**src/rtl/core/stb_pkg.sv**
```systemverilog
`default_nettype none

package stb_pkg;

   localparam int TIMER_SLOTS_DEFAULT = 32;
   localparam int TIME_WIDTH_DEFAULT  = 32;

   localparam int CMD_W     = 2;
   localparam int ID_W      = 5;
   localparam int START_W   = 31;
   localparam int IVAL_W    = 31;
   localparam int ELAPSED_W = 16;
   localparam int STATUS_W  = 3;
   localparam int COUNT_W   = 6;

   typedef enum logic [CMD_W-1:0] {
      CMD_START = 2'd0,
      CMD_STOP  = 2'd1,
      CMD_TICK  = 2'd2,
      CMD_QUERY = 2'd3
   } command_type;

   typedef enum logic [STATUS_W-1:0] {
      ST_STARTED      = 3'd0,
      ST_START_REFUSE = 3'd1,
      ST_START_IGNORE = 3'd2,
      ST_STOPPED      = 3'd3,
      ST_STOP_REFUSE  = 3'd4,
      ST_EXPIRY       = 3'd5,
      ST_TICK_DONE    = 3'd6,
      ST_QUERY        = 3'd7
   } status_type;

   // per-cell strobes from the sequencer
   typedef struct packed {
      logic start_en;
      logic stop_en;
      logic free_en;
      logic shift_en;
   } cell_ctrl_type;

   // per-cell flags back to the sequencer
   typedef struct packed {
      logic valid;
      logic pend;
      logic tok;
      logic expire;
      logic mark;
   } cell_stat_type;

endpackage

`default_nettype wire

```
**src/rtl/core/stb_timer_cell.sv**
```systemverilog
`default_nettype none

module stb_timer_cell #(
   parameter int TIME_WIDTH = stb_pkg::TIME_WIDTH_DEFAULT
) (
   input  wire logic                            clock,
   input  wire logic                            reset,
   input  wire stb_pkg::cell_ctrl_type          ctrl,
   input  wire logic                            tok_in,
   input  wire logic [stb_pkg::START_W-1:0]     start_remaining,
   input  wire logic [stb_pkg::IVAL_W-1:0]      interval,
   input  wire logic                            periodic,
   input  wire logic [stb_pkg::ELAPSED_W-1:0]   elapsed,
   output      stb_pkg::cell_stat_type          stat
);
   import stb_pkg::*;

   localparam int W  = TIME_WIDTH;
   localparam int EW = ((W > 32) ? W : 32) + 2;
   localparam logic signed [EW-1:0] TMAX = {{(EW-W+1){1'b0}}, {(W-1){1'b1}}};
   localparam logic signed [EW-1:0] TMIN = {{(EW-W+1){1'b1}}, {(W-1){1'b0}}};

   logic                valid_ff, valid_in;
   logic                pend_ff, pend_in;
   logic                tok_ff, tok_in_nxt;
   logic signed [W-1:0] rem_ff, rem_in;
   logic [IVAL_W-1:0]   ival_ff, ival_in;
   logic                per_ff, per_in;

   logic signed [EW-1:0] rem_e, el_e, ival_e, start_e;
   logic signed [EW-1:0] diff, dsat, sum, ssat, start_sat, rnext;
   logic                 neg, visit;

   always_comb begin
      rem_e   = {{(EW-W){rem_ff[W-1]}}, rem_ff};
      el_e    = {{(EW-ELAPSED_W){1'b0}}, elapsed};
      ival_e  = {{(EW-IVAL_W){1'b0}}, ival_ff};
      start_e = {{(EW-START_W){1'b0}}, start_remaining};
      // subtract elapsed, clamp at the negative bound
      diff    = rem_e - el_e;
      dsat    = (diff < TMIN) ? TMIN : diff;
      neg     = dsat[EW-1];
      // reload by the interval, clamp at the positive bound
      sum     = dsat + ival_e;
      ssat    = (sum > TMAX) ? TMAX : sum;
      rnext   = neg ? ssat : dsat;
      start_sat = (start_e > TMAX) ? TMAX : start_e;
   end

   assign visit = tok_ff && ctrl.shift_en && valid_ff;

   always_comb begin
      valid_in   = valid_ff;
      pend_in    = pend_ff;
      rem_in     = rem_ff;
      ival_in    = ival_ff;
      per_in     = per_ff;
      tok_in_nxt = ctrl.shift_en ? tok_in : tok_ff;
      if (ctrl.free_en) begin
         if (pend_ff) valid_in = 1'b0;
         pend_in = 1'b0;
      end
      if (ctrl.start_en) begin
         valid_in = 1'b1;
         pend_in  = 1'b0;
         rem_in   = start_sat[W-1:0];
         ival_in  = interval;
         per_in   = periodic;
      end
      if (ctrl.stop_en) pend_in = 1'b1;
      if (visit) begin
         rem_in = rnext[W-1:0];
         if (neg && !per_ff) pend_in = 1'b1;
      end
   end

   always_ff @(posedge clock) begin
      if (reset) begin
         valid_ff <= 1'b0;
         pend_ff  <= 1'b0;
         tok_ff   <= 1'b0;
      end else begin
         valid_ff <= valid_in;
         pend_ff  <= pend_in;
         tok_ff   <= tok_in_nxt;
      end
   end

   always_ff @(posedge clock) begin
      rem_ff  <= rem_in;
      ival_ff <= ival_in;
      per_ff  <= per_in;
   end

   assign stat.valid  = valid_ff;
   assign stat.pend   = pend_ff;
   assign stat.tok    = tok_ff;
   assign stat.expire = tok_ff && valid_ff && neg;
   assign stat.mark   = tok_ff && valid_ff && neg && !per_ff;

endmodule

`default_nettype wire

```
**config.mk**
```make
export PLATFORM = sky130hd
export DESIGN_NAME = stb_timer_cell
export DESIGN_NICKNAME = d
export VERILOG_FILES = /design/src/rtl/core/stb_pkg.sv /design/src/rtl/core/stb_timer_cell.sv
export SDC_FILE = /design/constraint.sdc
export NUM_CORES = 1
export LEC_CHECK = 0
export ABC_AREA = 1
export BUFFER_PORTS_ARGS = -buffer_cell sky130_fd_sc_hd__buf_2
export CAP_MARGIN = 0
export CORE_UTILIZATION = 40
export CTS_CLUSTER_SIZE = 30
export DETAILED_ROUTE_END_ITERATION = 7
export MAX_ROUTING_LAYER = met4
export PLACE_DENSITY_LB_ADDON = 0.08
export SLEW_MARGIN = 20
export SYNTH_ARGS = -nofsm -noshare
export SYNTH_HDL_FRONTEND = slang
export SYNTH_SLANG_ARGS = --single-unit
```
**constraint.sdc**
```tcl
create_clock -name clock -period 4.4 [get_ports clock]
set_input_delay 0.88 -clock clock [delete_from_list [all_inputs] [get_ports clock]]
set_output_delay 0.88 -clock clock [all_outputs]
set_load 0.005 [all_outputs]
```
==> out/results.ini <==
[floorplanning]
fp.coreArea_um2=15900
die_y_um=130
rows=46
initial_utilization=0.410
die_w_um=130
fp.dieArea_um2=16800
num_io_pins=91

[power]
p_comb_frac=0.520
peakVddDrop_mv=0.332
clock_power_share=0.234
leakagePower_nw=4.75
power_switching_mw=1.18
seq_power_share=0.245
netSwitchingFraction=0.368
p_int_mw=2.02
powerDensity_nw_per_um2=335

[drt]
route.detailed.drc=0
via_count=6920
avgRoutedWirePerCell_um=14.4
viasPerCell=4.71
ant_nets=0
first_pass_iters=5
first_iter_violations=497
wirelength_um=21200

[global_routing]
grt_pass1_vias=6213
grtUsageTotal=0.254
grt_pass1_wl_um=30900
grt_max_degree=36
grt-ovfl-total=0
antenna_found_initial=0

[setup_path]
ff2ff_setup_slack_ns=0.34
arrival_ns=4.39
worst_setup_path_end_kind=flip-flop
crit_type=input pin to flip-flop
critical_path_peak_fanout=8
critPathMaxStageDelay_ns=0.35
cpMostUsedCell=nand2_1
r2r_end=rem_ff[3]$_DFFE_PP_
r2r_start=rem_ff[7]$_DFFE_PP_
ff2ff_path_depth=27
required_ns=4.50
crit_slowest_cell=ha_1
cp-start-kind=input pin

[placed_design]
io_buffers=90
gp_congestion=0.900
hpwl_um=16600
dpl.cell_count=1433

[timing]
max_slew.worst_pin.slew_ns=0.431
timing.final.crit_share=0.975
fin_skew_ns=0.00831
final.min_clock_period_ns=4.29
maxSlewViolCount=0
finalHoldViolations=0
rsz0062_at_grt=yes
max-slew-margin-rel=0.713
setup_viol=0
tns_ns=0
max_freq_ghz=0.233

[min_path]
holdCritStartpoint=valid_ff$_SDFFE_PP0P_
hp-class=flip-flop to flip-flop
min_to=valid_ff$_SDFFE_PP0P_
hold_depth=2

[layout]
drive_above_1_share=0.354
antenna_cells=0
final_core_util=0.601
synthToLayoutAreaGrowth_pct=46.6
finalNonFillerCells=1469
final_nets=1383

[yosys]
synth-xor-area-share=0.0605
syn-instance-count=977
synth_nets=1112
seq_area_frac_synth=0.304
syn_area_per_cell_um2=6.66
ys_async_sr_fraction=0
synthMuxAreaShare=0
synth_top_family_by_area=simple AND/OR/NAND/NOR gates
yosys_warnings=0
ys.flop_type=edfxtp_1
synth-seq-cells=67
synthAdderAreaFrac=0.0965
synth_compound_area_frac=0.0986
synth_simple_gate_area_frac=0.340
synthesis.area_um2=6510
synth_edf_count=64
synthDistinctLibCells=39

[cts]
clkSinkCount=67
clk_pin_slew_worst_paths_ns=0.06
clk_latency_ns=0.34
htreeDepth=3
cts_root_buffer=clkbuf_16
cts_max_path_buffers=2
cts_tree=done
cts_hold_buf=0
cts_buffers=9

[job]
drv_cap=0

[run_status]
status=finished, final reports clean

per-layer routing:
| layer | track usage | wire, um |
|---|---|---|
| met5 | - | 0 |
| met4 | 0.0527 | 310 |
| met3 | 0.0285 | 1110 |
| met2 | 0.372 | 9140 |
| met1 | 0.374 | 10600 |
Yosys cell counts, types with 2 or more instances:
library cell	instances	area [um^2]
inv_1	141	529
nand4_1	10	62.6
nand3_1	44	220
edfxtp_1	64	1920
nand2_4	2	22.5
clkbuf_1	8	30.0
o21ai_0	24	120
o211ai_1	4	30.0
xnor2_1	14	123
buf_4	4	30.0
buf_2	6	30.0
dfxtp_1	3	60.1
a21oi_2	3	26.3
nand3b_1	2	15.0
ha_1	47	588
nand2_1	312	1170
nor2_2	3	18.8
nand2_2	16	100
xor2_1	31	272
o21ai_1	2	10.0
a21oi_1	66	330
nor2_1	134	503
nor3_1	8	40.0
o21bai_1	7	52.6
a31oi_1	3	18.8
fa_1	2	40.0
nand3_2	2	20.0
a21o_1	4	30.0
cells by family after synthesis:
kind of cell,Yosys count
AO/OA/AOI/OAI,116
adder cells (fa/ha/maj),49
AND/OR/NAND/NOR,538
XOR/XNOR,45
buffers and inverters,162
flip-flops,67
per-stage QoR:
| step | hold slack [ns] | total power, mW | cell area [um^2] | setup WS, ns |
|---|---|---|---|---|
| finish | 0.476 | 3.19 | 9550 | 0.112 |
| global route | 0.500 | 3.39 | 9550 | -0.142 |
| CTS | 0.478 | 3.01 | 8750 | 0.000979 |
| detailed placement | 0.470 | 2.25 | 8420 | -0.421 |
| global placement | 0.467 | 2.24 | 8420 | -0.339 |
| floorplan | 0.446 | 1.56 | 6530 | 0.00659 |
layout by cell type (no fill, tap or decap), drive strengths merged:
master,count
ha,47
nor3,9
clkinvlp,1
clkinv,1
nand2,331
xnor2,14
o21a,1
a21o,4
inv,143
clkbuf,15
nand3b,2
o21bai,7
o21ai,26
nand3,46
dfxtp,3
or3b,1
or2,1
nand4,10
fa,2
a31o,1
nor2,138
edfxtp,64
xor2,31
a211oi,1
a21oi,69
a31oi,3
bufinv,1
o211ai,4
buf,276
and3,1
sequential cells by signal, summed over array words and instances, names as in the netlist:
register	count
pend_ff	1
ival_ff	31
rem_ff	32
valid_ff	1
tok_ff	1
per_ff	1
layout make-up:
| cell class | count | area, um^2 |
|---|---|---|
| clock buffer | 13 | 260 |
| clock inverter | 3 | 46.3 |
| fill | 1517 | 6340 |
| inverter | 143 | 539 |
| multi-input combinational | 749 | 4530 |
| sequential | 67 | 1980 |
| tap | 216 | 270 |
| timing repair buffer | 278 | 1920 |
worst max-delay path by stage:
| stage | start | endpoint | depth (start not counted) |
|---|---|---|---|
| 6_report | elapsed[7] | rem_ff[3]$_DFFE_PP_ | 29 |
| 5_1_grt | elapsed[6] | rem_ff[3]$_DFFE_PP_ | 32 |
| 4_1_cts | elapsed[2] | rem_ff[3]$_DFFE_PP_ | 32 |
| 3_5_place_dp | elapsed[0] | rem_ff[3]$_DFFE_PP_ | 31 |
| 3_3_place_gp | elapsed[0] | rem_ff[21]$_DFFE_PP_ | 29 |
| 2_1_floorplan | elapsed[14] | rem_ff[29]$_DFFE_PP_ | 33 |
what timing repair did:
item | CTS | global route
endpoints found under the setup margin | 16 | 28
setup buffers | 0 | 16
gates resized for setup | 4 | 138
cloned | 0 | 4
pin swaps | 0 | 55
power by group through the flow:
stage                     Sequential (mW)  Combinational, mW  Clock (mW)
after floorplan                     0.780              0.785           0
after global placement              0.791               1.45           0
after detailed placement            0.790               1.46           0
after CTS                           0.777               1.47       0.762
after global routing                0.787               1.83       0.778
final                               0.784               1.66       0.748
worst max-delay path, delay by kind of cell:
family          cells  cell delay [ns]
compound gates      2             0.31
fa+ha+maj           2             0.58
xor+xnor            1             0.22
simple gates       20             1.97
buf+inv             4             0.40
(Power assumes the default switching activity.)
